===== src/plf_pkg.sv =====
// ============================================================================
// plf_pkg
// Types and constants shared by the presence LED fader and its checker.
// ============================================================================
`default_nettype none

package plf_pkg;

	typedef enum logic [1:0] {
		MODE_FADE   = 2'd0,
		MODE_BRIGHT = 2'd1,
		MODE_OFF    = 2'd2,
		MODE_FULL   = 2'd3
	} mode_t;

	typedef enum logic [1:0] {
		CFG_WINDOW_MS = 2'd0,
		CFG_STEP_MS   = 2'd1,
		CFG_DUTY_TOP  = 2'd2,
		CFG_CALL_CODE = 2'd3
	} cfg_idx_t;

	localparam logic        OP_TICK   = 1'b0;
	localparam logic        OP_PACKET = 1'b1;

	localparam logic [15:0] TIMER_MAX     = 16'hFFFF;
	localparam logic [7:0]  DUTY_MAX      = 8'hFF;

	localparam logic [15:0] WINDOW_MS_RST = 16'd1000;
	localparam logic [15:0] STEP_MS_RST   = 16'd72;
	localparam logic [7:0]  DUTY_TOP_RST  = 8'd150;
	localparam logic [7:0]  CALL_CODE_RST = 8'd0;

	// result fields from the highest bit down
	typedef struct packed {
		logic [2:0] pad;
		logic       departed;
		logic       arrived;
		logic       present;
		mode_t      led_mode;
		logic [7:0] duty;
	} result_t;

endpackage

`default_nettype wire


===== src/presence_led_fader.sv =====
// ============================================================================
// presence_led_fader
// Tag presence detector driving an LED duty ramp.
// ============================================================================
// Usage:
//   s_* stream: one transfer per event. s_tuser[0] is the opcode (0 = 1 ms
//   tick, 1 = packet received), s_tdata carries the packet command byte.
//   m_* stream: one result per input transfer, in order, carrying the duty,
//   LED mode, presence flag and the arrived/departed pulses.
//   cfg_* channel: register writes (0 window_ms, 1 step_ms, 2 duty_top,
//   3 call_code); always ready, to be used only while the block is idle.
// Pipeline: an accepted event is captured in the input register, evaluated
//   combinationally, and its result is registered onto m_*.
// Throughput: one event per cycle unless stalled; the state update is a single
//   pass of compare and increment logic between the input and result registers.
// Reset: arst_n clears both pipeline slots, the LED goes off at duty zero,
//   the timers clear and the registers take their reset values.
// Stall: while m_tready is low the result holds; one more event may wait in
//   the input register, after which s_tready drops.
// ============================================================================
`default_nettype none

module presence_led_fader (
	input  wire logic        clk,
	input  wire logic        arst_n,

	input  wire logic        s_tvalid,
	output logic             s_tready,
	input  wire logic [7:0]  s_tdata,   // [7:0] command_id
	input  wire logic [0:0]  s_tuser,   // [0] opcode

	output logic             m_tvalid,
	input  wire logic        m_tready,
	output logic [15:0]      m_tdata,   // [7:0] duty, [9:8] led_mode, [10] present,
	                                    // [11] arrived, [12] departed, [15:13] zero

	input  wire logic        cfg_valid,
	output logic             cfg_ready,
	input  wire logic [1:0]  cfg_index,
	input  wire logic [15:0] cfg_data
);

	// configuration
	logic [15:0] window_ms_q;
	logic [15:0] step_ms_q;
	logic [7:0]  duty_top_q;
	logic [7:0]  call_code_q;

	assign cfg_ready = 1'b1;

	always_ff @(posedge clk or negedge arst_n) begin
		if (!arst_n) begin
			window_ms_q <= plf_pkg::WINDOW_MS_RST;
			step_ms_q   <= plf_pkg::STEP_MS_RST;
			duty_top_q  <= plf_pkg::DUTY_TOP_RST;
			call_code_q <= plf_pkg::CALL_CODE_RST;
		end else if (cfg_valid && cfg_ready) begin
			case (cfg_index)
				plf_pkg::CFG_WINDOW_MS: window_ms_q <= cfg_data;
				plf_pkg::CFG_STEP_MS:   step_ms_q   <= cfg_data;
				plf_pkg::CFG_DUTY_TOP:  duty_top_q  <= cfg_data[7:0];
				plf_pkg::CFG_CALL_CODE: call_code_q <= cfg_data[7:0];
				default: ;
			endcase
		end
	end

	// input register
	logic       in_valid_s1;
	logic       opcode_s1;
	logic [7:0] command_id_s1;
	logic       advance;

	assign advance  = in_valid_s1 && (!m_tvalid || m_tready);
	assign s_tready = !in_valid_s1 || advance;

	always_ff @(posedge clk or negedge arst_n) begin
		if (!arst_n) begin
			in_valid_s1 <= 1'b0;
		end else if (s_tready) begin
			in_valid_s1 <= s_tvalid;
		end
	end

	always_ff @(posedge clk) begin
		if (s_tvalid && s_tready) begin
			opcode_s1     <= s_tuser[0];
			command_id_s1 <= s_tdata;
		end
	end

	// state
	plf_pkg::mode_t mode_q;
	logic [7:0]     duty_q;
	logic [15:0]    step_el_q;
	logic [15:0]    window_el_q;
	logic           seen_q;
	logic           present_q;

	plf_pkg::mode_t mode_d;
	plf_pkg::mode_t mode_mid;
	logic [7:0]     duty_d;
	logic [7:0]     duty_inc;
	logic [7:0]     duty_dec;
	logic [15:0]    step_el_d;
	logic [15:0]    window_el_d;
	logic [15:0]    step_inc;
	logic [15:0]    window_inc;
	logic           seen_d;
	logic           present_d;
	logic           arrived_d;
	logic           departed_d;

	assign window_inc = (window_el_q < plf_pkg::TIMER_MAX) ? window_el_q + 16'd1 : window_el_q;
	assign step_inc   = (step_el_q < plf_pkg::TIMER_MAX) ? step_el_q + 16'd1 : step_el_q;
	assign duty_inc   = (duty_q < plf_pkg::DUTY_MAX) ? duty_q + 8'd1 : duty_q;
	assign duty_dec   = (duty_q != 8'd0) ? duty_q - 8'd1 : duty_q;

	always_comb begin
		mode_d      = mode_q;
		mode_mid    = mode_q;
		duty_d      = duty_q;
		step_el_d   = step_el_q;
		window_el_d = window_el_q;
		seen_d      = seen_q;
		present_d   = present_q;
		arrived_d   = 1'b0;
		departed_d  = 1'b0;
		if (opcode_s1 == plf_pkg::OP_PACKET) begin
			if (command_id_s1 == call_code_q) begin
				seen_d = 1'b1;
				if (!present_q) begin
					present_d = 1'b1;
					mode_d    = plf_pkg::MODE_BRIGHT;
					arrived_d = 1'b1;
				end
			end
		end else begin
			window_el_d = window_inc;
			step_el_d   = step_inc;
			if (window_inc >= window_ms_q) begin
				window_el_d = 16'd0;
				seen_d      = 1'b0;
				if (present_q && !seen_q) begin
					present_d  = 1'b0;
					mode_mid   = plf_pkg::MODE_FADE;
					departed_d = 1'b1;
				end
			end
			mode_d = mode_mid;
			if (step_inc >= step_ms_q) begin
				case (mode_mid)
					plf_pkg::MODE_BRIGHT: begin
						step_el_d = 16'd0;
						duty_d    = duty_inc;
						if (duty_inc >= duty_top_q)
							mode_d = plf_pkg::MODE_FULL;
					end
					plf_pkg::MODE_FADE: begin
						step_el_d = 16'd0;
						duty_d    = duty_dec;
						if (duty_dec == 8'd0)
							mode_d = plf_pkg::MODE_OFF;
					end
					default: ;
				endcase
			end
		end
	end

	always_ff @(posedge clk or negedge arst_n) begin
		if (!arst_n) begin
			mode_q      <= plf_pkg::MODE_OFF;
			duty_q      <= 8'd0;
			step_el_q   <= 16'd0;
			window_el_q <= 16'd0;
			seen_q      <= 1'b0;
			present_q   <= 1'b0;
		end else if (advance) begin
			mode_q      <= mode_d;
			duty_q      <= duty_d;
			step_el_q   <= step_el_d;
			window_el_q <= window_el_d;
			seen_q      <= seen_d;
			present_q   <= present_d;
		end
	end

	// result register
	plf_pkg::result_t res_q;

	always_ff @(posedge clk or negedge arst_n) begin
		if (!arst_n) begin
			m_tvalid <= 1'b0;
		end else if (advance) begin
			m_tvalid <= 1'b1;
		end else if (m_tready) begin
			m_tvalid <= 1'b0;
		end
	end

	always_ff @(posedge clk) begin
		if (advance) begin
			res_q.pad      <= 3'd0;
			res_q.departed <= departed_d;
			res_q.arrived  <= arrived_d;
			res_q.present  <= present_d;
			res_q.led_mode <= mode_d;
			res_q.duty     <= duty_d;
		end
	end

	assign m_tdata = res_q;

endmodule

`default_nettype wire


===== config.mk =====
export PLATFORM = sky130hd
export DESIGN_NAME = presence_led_fader
export DESIGN_NICKNAME = d
export VERILOG_FILES = /design/src/plf_pkg.sv /design/src/presence_led_fader.sv
export SDC_FILE = /design/constraint.sdc
export NUM_CORES = 1
export LEC_CHECK = 0
export BUFFER_PORTS_ARGS = -buffer_cell sky130_fd_sc_hd__buf_2
export CAP_MARGIN = 20
export CORE_UTILIZATION = 60
export DETAILED_ROUTE_END_ITERATION = 6
export PLACE_DENSITY = 0.85
export SYNTH_ARGS = -nofsm -noshare
export SYNTH_HDL_FRONTEND = slang
export SYNTH_SLANG_ARGS = --single-unit

===== constraint.sdc =====
create_clock -name clk -period 6.7 [get_ports clk]
set_clock_uncertainty 0.2 [all_clocks]
set_input_delay 0.67 -clock clk [delete_from_list [all_inputs] [get_ports clk]]
set_output_delay 0.67 -clock clk [all_outputs]
set_load 0.02 [all_outputs]

# == Word level (Yosys, flattened, before mapping) ==
# Cells that the tools add are included.
# classes
n_addsub,4
magnitude_cmp,6
eq_ne,6
muxes,31
bitwise_logic,2
reduce_logical,23
# op_table
op,count
2-to-1 mux 16 bit,5
adder 16 x 1 -> 16 bit (second input constant),2
greater-or-equal comparator 16 bit,2
less-than comparator 16 bit (second input constant),2
2-to-1 mux 8 bit,4
2-to-1 mux 2 bit,9
one-hot mux 8 bit (2 select lines),1
AND reduction 2 bit,6
2-to-1 mux 1 bit,11
adder 8 x 1 -> 8 bit (second input constant),1
== test 8 bit,1
greater-or-equal comparator 8 bit,1
zero test 8 bit,1
less-than comparator 8 bit (second input constant),1
nonzero test 8 bit,1
subtractor 8 x 1 -> 8 bit (second input constant),1
== test 2 x 1 -> 1 bit (second input constant),2
== test 2 bit (second input constant),2
zero test 2 bit,2
one-hot mux 2 bit (2 select lines),1
nonzero test 2 bit,2
OR reduction 2 bit,2
logical AND 1 bit,3
zero test 1 bit,3
4 further kinds,6
# word_totals
register_bits,116
out_inout_bits,19

# == Depth between registers and ports, before layout ==
# Gate-level depths: netlist of the first run.
# logic_depth
word_depth,9
mapped_depth,17
depth_no_buf,15

# == Worst setup path before layout of the first run ==
# Ideal clock, no wire load.
# synth_path
kind,register to register
from,register window_el_q[3]
to,register res_q (netlist bit m_tdata[6]) (data pin)
t_arrival_ns,3.691
required_ns,6.240
slack_ns,2.549
stages_incl_launch_ff,17
period_less_slack_ns,4.151
cell_sequence,dfrtp_1 buf_2 and4_1 buf_2 nand4_1 nor3_1 nor2_1 nand4_1 xnor2_1 ha_1 a21oi_1 o21ai_0 a221o_1 o31a_1 buf_6 o2111ai_4 mux2_2
# synth_between
elab_chain_len,9
elab_cells_between_ends,11
# synth_rtl
element,line,rtl
from (decl),presence_led_fader.sv:96,logic [15:0] window_el_q;
from (signal assigned),presence_led_fader.sv:183,window_el_q <= window_el_d;
adder 16 x 1 -> 16 bit / less-than comparator 16 bit (equally long branches),presence_led_fader.sv:114,assign window_inc = (window_el_q < plf_pkg::TIMER_MAX) ? window_el_q + 16'd1 : window_el_q;
2-to-1 mux 16 bit *,presence_led_fader.sv:114,
greater-or-equal comparator 16 bit *,presence_led_fader.sv:141,if (window_inc >= window_ms_q) begin
2-to-1 mux 2 bit *,presence_led_fader.sv:141,
2-to-1 mux 2 bit *,presence_led_fader.sv:129,if (opcode_s1 == plf_pkg::OP_PACKET) begin
== test 2 x 1 -> 1 bit / zero test 2 bit (equally long branches),presence_led_fader.sv:152,case (mode_mid)
one-hot mux 8 bit (2 select lines) *,presence_led_fader.sv:152,
2-to-1 mux 8 bit *,presence_led_fader.sv:151,if (step_inc >= step_ms_q) begin
2-to-1 mux 8 bit *,presence_led_fader.sv:129,
named net duty_d[6],presence_led_fader.sv:102,logic [7:0] duty_d;
to (decl),presence_led_fader.sv:190,plf_pkg::result_t res_q;
# Mark *: on every way through the listed nets, which the timed path passes. The rest lies on a longest branch. The select of a mux whose other input is x is not followed.
# A chain may end at the register's enable or synchronous reset.

# == Final worst setup path of the first run ==
# layout_path
from,register window_el_q[3]
to,register res_q (netlist bit m_tdata[1]) (data pin)
# Same word-level chain as after synthesis.

==> impl_metrics.py, run 1 <==
metrics = {
    "power": {
        "leakage_uw": 0.00358,
        "powerDensity_mw_per_mm2": 294,
        "peakVddDrop_mv": 0.248,
    },
    "layout": {
        "fin_nets": 814,
        "drive_gt1_share_pct": 19.2,
        "area_delta_synth_final_pct": 13.1,
        "regArea_mm2": 0.00303,
        "antenna_cells": 0,
        "post-route-util_pct": 71.1,
        "final_cells": 890,
        "fillers": 767,
        "multiInputGateArea_mm2": 0.00357,
    },
    "timing": {
        "hold_viol_final": 0,
        "fin_hold_ws_ns": 0.230,
        "slew_headroom_pct": 24.7,
        "max_freq_ghz": 0.205,
        "min_period_ns": 4.88,
        "maxSlewViolCount": 0,
        "rsz0062_at_grt": "no",
        "setup_viol": 0,
        "worstMarginPinSlew_ns": 1.13,
        "fin_ws_ns": 1.82,
        "finalSetupTns_ns": 0,
        "post-route-period-util_pct": 72.8,
    },
    "logic_synthesis": {
        "ys.flop_type": "dfrtp_1",
        "synth_fa_ha_area_share_pct": 8.09,
        "synth-seq-area-share_pct": 43.5,
        "ys_types": 67,
        "avgSynthCellArea_um2": 9.97,
        "synth_compound_gate_area_share_pct": 15.1,
        "synth_edf_count": 22,
        "synth_top_family_by_area": "simple AND/OR/NAND/NOR gates",
        "netlist_instances": 698,
        "synth_warnings": 0,
        "synth-xor-area-share_pct": 5.03,
        "synth_common_cells": "84 x nand2_1, 81 x dfrtp_1, 57 x inv_1",
        "yosysTopAreaCell": "dfrtp_1",
        "synth-simple-area-share_pct": 15.7,
        "synthArstFlopShare_pct": 81.0,
        "synth_top_area_share_pct": 29.1,
        "yosysMostFrequentCell": "nand2_1",
        "synth.top_cells.by_area": "dfrtp_1 29%, edfxtp_1 9.5%, ha_1 8.1%",
        "synth_seq_cells": 116,
        "netlist_area_mm2": 0.00696,
        "synthMuxAreaShare_pct": 7.01,
    },
    "outcome": {
        "status": "complete, no violations",
    },
    "detailed_routing": {
        "detail-route-antenna-nets": 0,
        "dr.pass1.iters": 5,
        "vias_per_cell": 6.22,
        "drt-total-wl_um": 16600,
        "remaining_drc_errors": 0,
        "wl_per_cell_um": 18.6,
        "dr.first_iter.drc_count": 501,
        "num_vias": 5533,
    },
    "die": {
        "core-area_mm2": 0.0111,
        "num_io_pins": 51,
        "initial_utilization_pct": 62.8,
        "die_area_mm2": 0.0120,
        "fp.dieH_um": 110,
        "die_w_um": 110,
        "rows": 38,
    },
    "clocking": {
        "clock_sinks": 116,
        "clkTransAtPathRegs_ns": 0.06,
        "htree_levels": 4,
        "cts_resized": 0,
        "cts_tree": "yes",
        "postCtsHoldBufs": 1,
        "cts.path.max_buffers": 2,
        "cts_setup_buffers": 0,
        "clock_latency_ns": 0.41,
        "cts_buffers": 17,
        "cts_root_buf": "clkbuf_16",
    },
    "worst_setup_path": {
        "reg2reg_to": "m_tdata[1]",
        "reg2regPathDepth": 14,
        "ff2ff_setup_slack_ns": 1.82,
        "cp.arrival_ns": 4.81,
        "r2r_start": "window_el_q[3]",
        "end_kind": "flip-flop",
        "cp.required_ns": 6.63,
        "worstSetupPathType": "reg -> reg",
        "start_kind": "flip-flop",
        "crit_path_start": "window_el_q[3]",
        "critPathMaxFanout": 10,
    },
    "hold_path": {
        "hold_class": "in -> reg",
        "min_from": "s_tdata[7]",
        "hold_path_depth": 1,
        "hold_end": "command_id_s1[7]",
    },
    "flow_run": {
        "cap_violations": 0,
    },
    "global_route": {
        "grt_max_degree": 87,
        "grt_pass1_wl_um": 27100,
        "grt_overflow_total": 0,
        "antenna_found_initial": 0,
        "grt_pass1_vias": 5580,
        "grtUsageTotal_pct": 30.4,
    },
    "place": {
        "dp_cells": 856,
        "pre_cts_slack_ns": 1.96,
        "dpl.hpwl_um": 11900,
        "port-buffer-count": 46,
        "gp_congestion": 0.908,
    },
}
[worst max-delay path, cell delays in order (launching register included)]
cell and delay (ns):
dfrtp_1 0.47, and4_1 0.39, nand4_1 0.22, nor3_1 0.44, nor2_1 0.27, nand4_1 0.23
xnor2_1 0.09, ha_1 0.30, nand2_1 0.07, nor3_1 0.23, o311a_1 0.29, o31a_1 0.56
o2111ai_4 0.24, nor3_1 0.39, o221ai_1 0.20
[power breakdown]
| group | switching, µW | leakage (µW) | internal [µW] |
|---|---|---|---|
| Combinational | 296 | 0.00194 | 217 |
| Sequential | 80.6 | 0.00136 | 826 |
| Clock | 318 | 0.000280 | 581 |
| Total | 694 | 0.00358 | 1620 |
[how the worst max path moves through the flow]
stage,end,depth (start not counted)
finish,m_tdata[1],14
global route,m_tdata[3],14
CTS,m_tdata[1],14
detailed placement,m_tdata[1],14
global placement,m_tdata[1],14
floorplan,m_tdata[6],16
[layer usage]
layer / vias to the layer above / share of wire [%] / wire (µm) / global-route usage [%]
li1: 2574 / - / - / -
met1: 2657 / 41 / 6740 / 37.0
met2: 257 / 49 / 8090 / 51.0
met3: 45 / 7.6 / 1260 / 8.36
met4: 0 / 2.9 / 483 / 12.0
met5: - / 0 / 0 / 0
[final cells by class]
cell class | count | area share, %
multi-input cells | 493 | 45.3
flip-flops and latches | 116 | 38.5
clock buffers | 18 | 5.45
repair buffers | 51 | 3.72
inverters | 58 | 2.77
well taps | 140 | 2.23
clock inverters | 14 | 2.05
[state kept, by name, indices dropped and copies added, names as in the netlist]
signal,count
window_ms_q,16
step_el_q,16
present_q,1
duty_top_q,8
command_id_s1,8
call_code_q,8
step_ms_q,16
m_tvalid,1
window_el_q,16
in_valid_s1,1
seen_q,1
opcode_s1,1
mode_q,2
duty_q,8
m_tdata,13
[per-stage QoR]
stage,area [µm²],power (µW)
2_1_floorplan,6970,1260
3_3_place_gp,7240,1370
4_1_cts,7850,2320
5_1_grt,7870,2430
6_report,7870,2320
3_5_place_dp,7240,1410
[kinds of logic (layout without fill, tap and decap cells)]
logic type      after synthesis  after routing
flops                       116            116
other cells                   2              4
xor+xnor                     40             40
compound gates              148            148
simple gates                212            212
buf+inv                      91            141
fa+ha+maj                    45             45
mux                          44             44
[cells in the final DEF (no fill, tap or decap), types with 18 or more instances in the layout]
cell type  instances
inv_1             57
xnor2_1           22
dfrtp_1           81
nand2_1           84
o21ai_0           47
nor2_1            22
edfxtp_1          22
buf_2             45
ha_1              45
xor2_1            18
o31ai_1           21
mux2_2            38
Note: power is estimated with default switching activity, not from simulation.
==> run 2: changes to the inputs <==
- CORE_UTILIZATION: 60 -> 55
- PLACE_DENSITY: 0.85 -> 0.83
- clock period: 6.7 -> 4.4 ns (I/O delays scaled with it)
==> run 2 against run 1 <==
Against the previous run: final cell count up 5.6%; largest power group unchanged; critical path type unchanged; non-clock buffer count up 22; utilization down 4.4 points; critical endpoint is now m_tdata[9]; fmax up 14%; combinational power up 55%.
==> impl_metrics.py, run 2 (synthesized netlist as in run 1, its figures left out) <==
metrics = {
    "clocking": {
        "cts.path.max_buffers": 2,
        "cts_root_buf": "clkbuf_16",
        "cts_tree": "yes",
        "clock_latency_ns": 0.43,
        "htree_levels": 4,
        "cts_buffers": 17,
        "clkTransAtPathRegs_ns": 0.06,
        "clock_sinks": 116,
    },
    "timing": {
        "setup_viol": 0,
        "max_freq_ghz": 0.233,
        "worstMarginPinSlew_ns": 0.915,
        "maxSlewViolCount": 0,
        "min_period_ns": 4.28,
        "rsz0062_at_grt": "no",
        "fin_hold_ws_ns": 0.0229,
        "post-route-period-util_pct": 97.3,
        "slew_headroom_pct": 39.0,
        "finalSetupTns_ns": 0,
        "hold_viol_final": 0,
    },
    "layout": {
        "drive_gt1_share_pct": 22.4,
        "final_common_cell": "nand2_1",
        "post-route-util_pct": 66.7,
        "fillers": 919,
        "final_cell_mix": "84 x nand2_1, 78 x dfrtp_1, 57 x inv_1",
        "antenna_cells": 0,
        "area_delta_synth_final_pct": 16.6,
        "fin_nets": 836,
    },
    "power": {
        "leakage_uw": 0.00367,
        "p_clk_share_pct": 38.0,
        "swShare_pct": 31.0,
        "p_seq_share_pct": 39.4,
        "combPwrFrac_pct": 22.6,
        "powerDensity_mw_per_mm2": 433,
        "peakVddDrop_mv": 0.255,
        "power.switching_uw": 1090,
        "intPower_uw": 2420,
    },
    "die": {
        "fp.dieH_um": 114,
        "rows": 40,
        "core-area_mm2": 0.0122,
        "die_area_mm2": 0.0131,
        "die_w_um": 114,
        "num_io_pins": 51,
        "initial_utilization_pct": 57.2,
    },
    "global_route": {
        "grt_pass1_wl_um": 28500,
        "grt_pass1_vias": 5825,
        "grtUsageTotal_pct": 28.7,
        "grt_overflow_total": 0,
        "antenna_found_initial": 0,
        "grt_max_degree": 68,
    },
    "worst_setup_path": {
        "reg2regPathDepth": 15,
        "path_buf_inv": 1,
        "crit_path_start": "window_el_q[9]",
        "end_kind": "flip-flop",
        "cpPeakStageDelay_ns": 0.43,
        "start_kind": "flip-flop",
        "worstSetupPathType": "reg -> reg",
        "r2r_start": "window_el_q[9]",
        "ff2ff_setup_slack_ns": 0.12,
        "cp_slowest_cell": "dfrtp_1",
        "path_cells": "and3_2 > nand3_1 > nor3_2 > nor2_2 > nand4_1 > xnor2_1 > ha_1 > a21oi_1 > o21ai_0 > a221o_1 > o31a_1 > buf_4 > nor2_4 > a2bb2oi_1 > a22o_1",
        "critPathMaxFanout": 10,
        "cp.arrival_ns": 4.26,
        "cp.depth": 15,
        "cp.required_ns": 4.37,
        "cp_top_family": "compound AO/OA/AOI/OAI gates",
    },
    "hold_path": {
        "hold_class": "in -> reg",
        "hold_path_depth": 2,
        "min_from": "s_tvalid",
    },
    "place": {
        "port-buffer-count": 46,
        "gp_congestion": 0.908,
        "dpl.hpwl_um": 12200,
    },
    "detailed_routing": {
        "remaining_drc_errors": 0,
        "wl_per_cell_um": 18.6,
        "detail-route-antenna-nets": 0,
        "dr.first_iter.drc_count": 464,
        "vias_per_cell": 6.04,
        "dr.pass1.iters": 5,
        "drt-total-wl_um": 17500,
        "num_vias": 5682,
    },
    "flow_run": {
        "cap_violations": 0,
    },
    "outcome": {
        "status": "complete, no violations",
    },
}
## run 2: cell types whose count changed in the layout (fill, tap and decap cells not counted), sizes merged
cell / before / now
clkinvlp: 4 / 3
clkbuf: 18 / 21
buf: 50 / 64
dlygate4sd3: 1 / 9
inv: 59 / 60
clkinv: 6 / 5
bufinv: 3 / 1
## run 2: final timing paths
path / endpoint
min in group asynchronous: step_el_q[15]
worst min register to register: window_ms_q[3]
worst min-delay path: in_valid_s1
max in group asynchronous: window_ms_q[9]
worst max register to register: m_tdata[9]
worst max-delay path: m_tdata[9]
## run 2: final cells by class
cell class	count	area [µm²]	area share, %
clock buffers	21	472	5.81
clock inverters	11	100	1.23
inverters	58	218	2.68
multi-input cells	493	3620	44.6
flip-flops and latches	116	3030	37.4
well taps	168	210	2.59
repair buffers	73	458	5.64
## run 2: power by group through the flow
stage               clock, µW  sequential, µW  combinational, µW
detailed placement          0            1390                759
global placement            0            1380                707
floorplan                   0            1360                561
finish                   1330            1380                795
CTS                      1350            1380                781
global route             1390            1400                893
## run 2: worst register-to-register path: cells and delay by family (launching register included)
family                     cells  cell delay [ns]
AOI/OAI and AO/OA              6             1.55
and+or+nand+nor                6             1.23
DFF                            1             0.43
adders and majority gates      1             0.27
buffers and inverters          1             0.21
xor gates and xnor gates       1             0.15
## run 2: layer usage
metal,vias to the layer above,share of wire (%),GRT usage [%]
met5,-,0,0
met2,219,50,48.2
met3,65,5.5,6.03
met4,0,4.0,16.6
met1,2766,41,34.3
li1,2632,-,-
## run 2: stage by stage
step	total power (µW)	area [µm²]	setup WS, ns	cells
5_1_grt	3680	8110	0.00145	940
6_report	3510	8110	0.117	940
3_3_place_gp	2090	7380	0.275	898
4_1_cts	3510	8050	0.00717	939
2_1_floorplan	1920	6970	0.249	700
3_5_place_dp	2150	7380	0.0552	898
## run 2: timing repair
action	in CTS	in global routing
pin swaps	0	3
hold endpoints to repair	63	0
setup endpoints to repair	1	29
hold buffers	9	0
buffers inserted	0	1
gates resized for setup	1	14
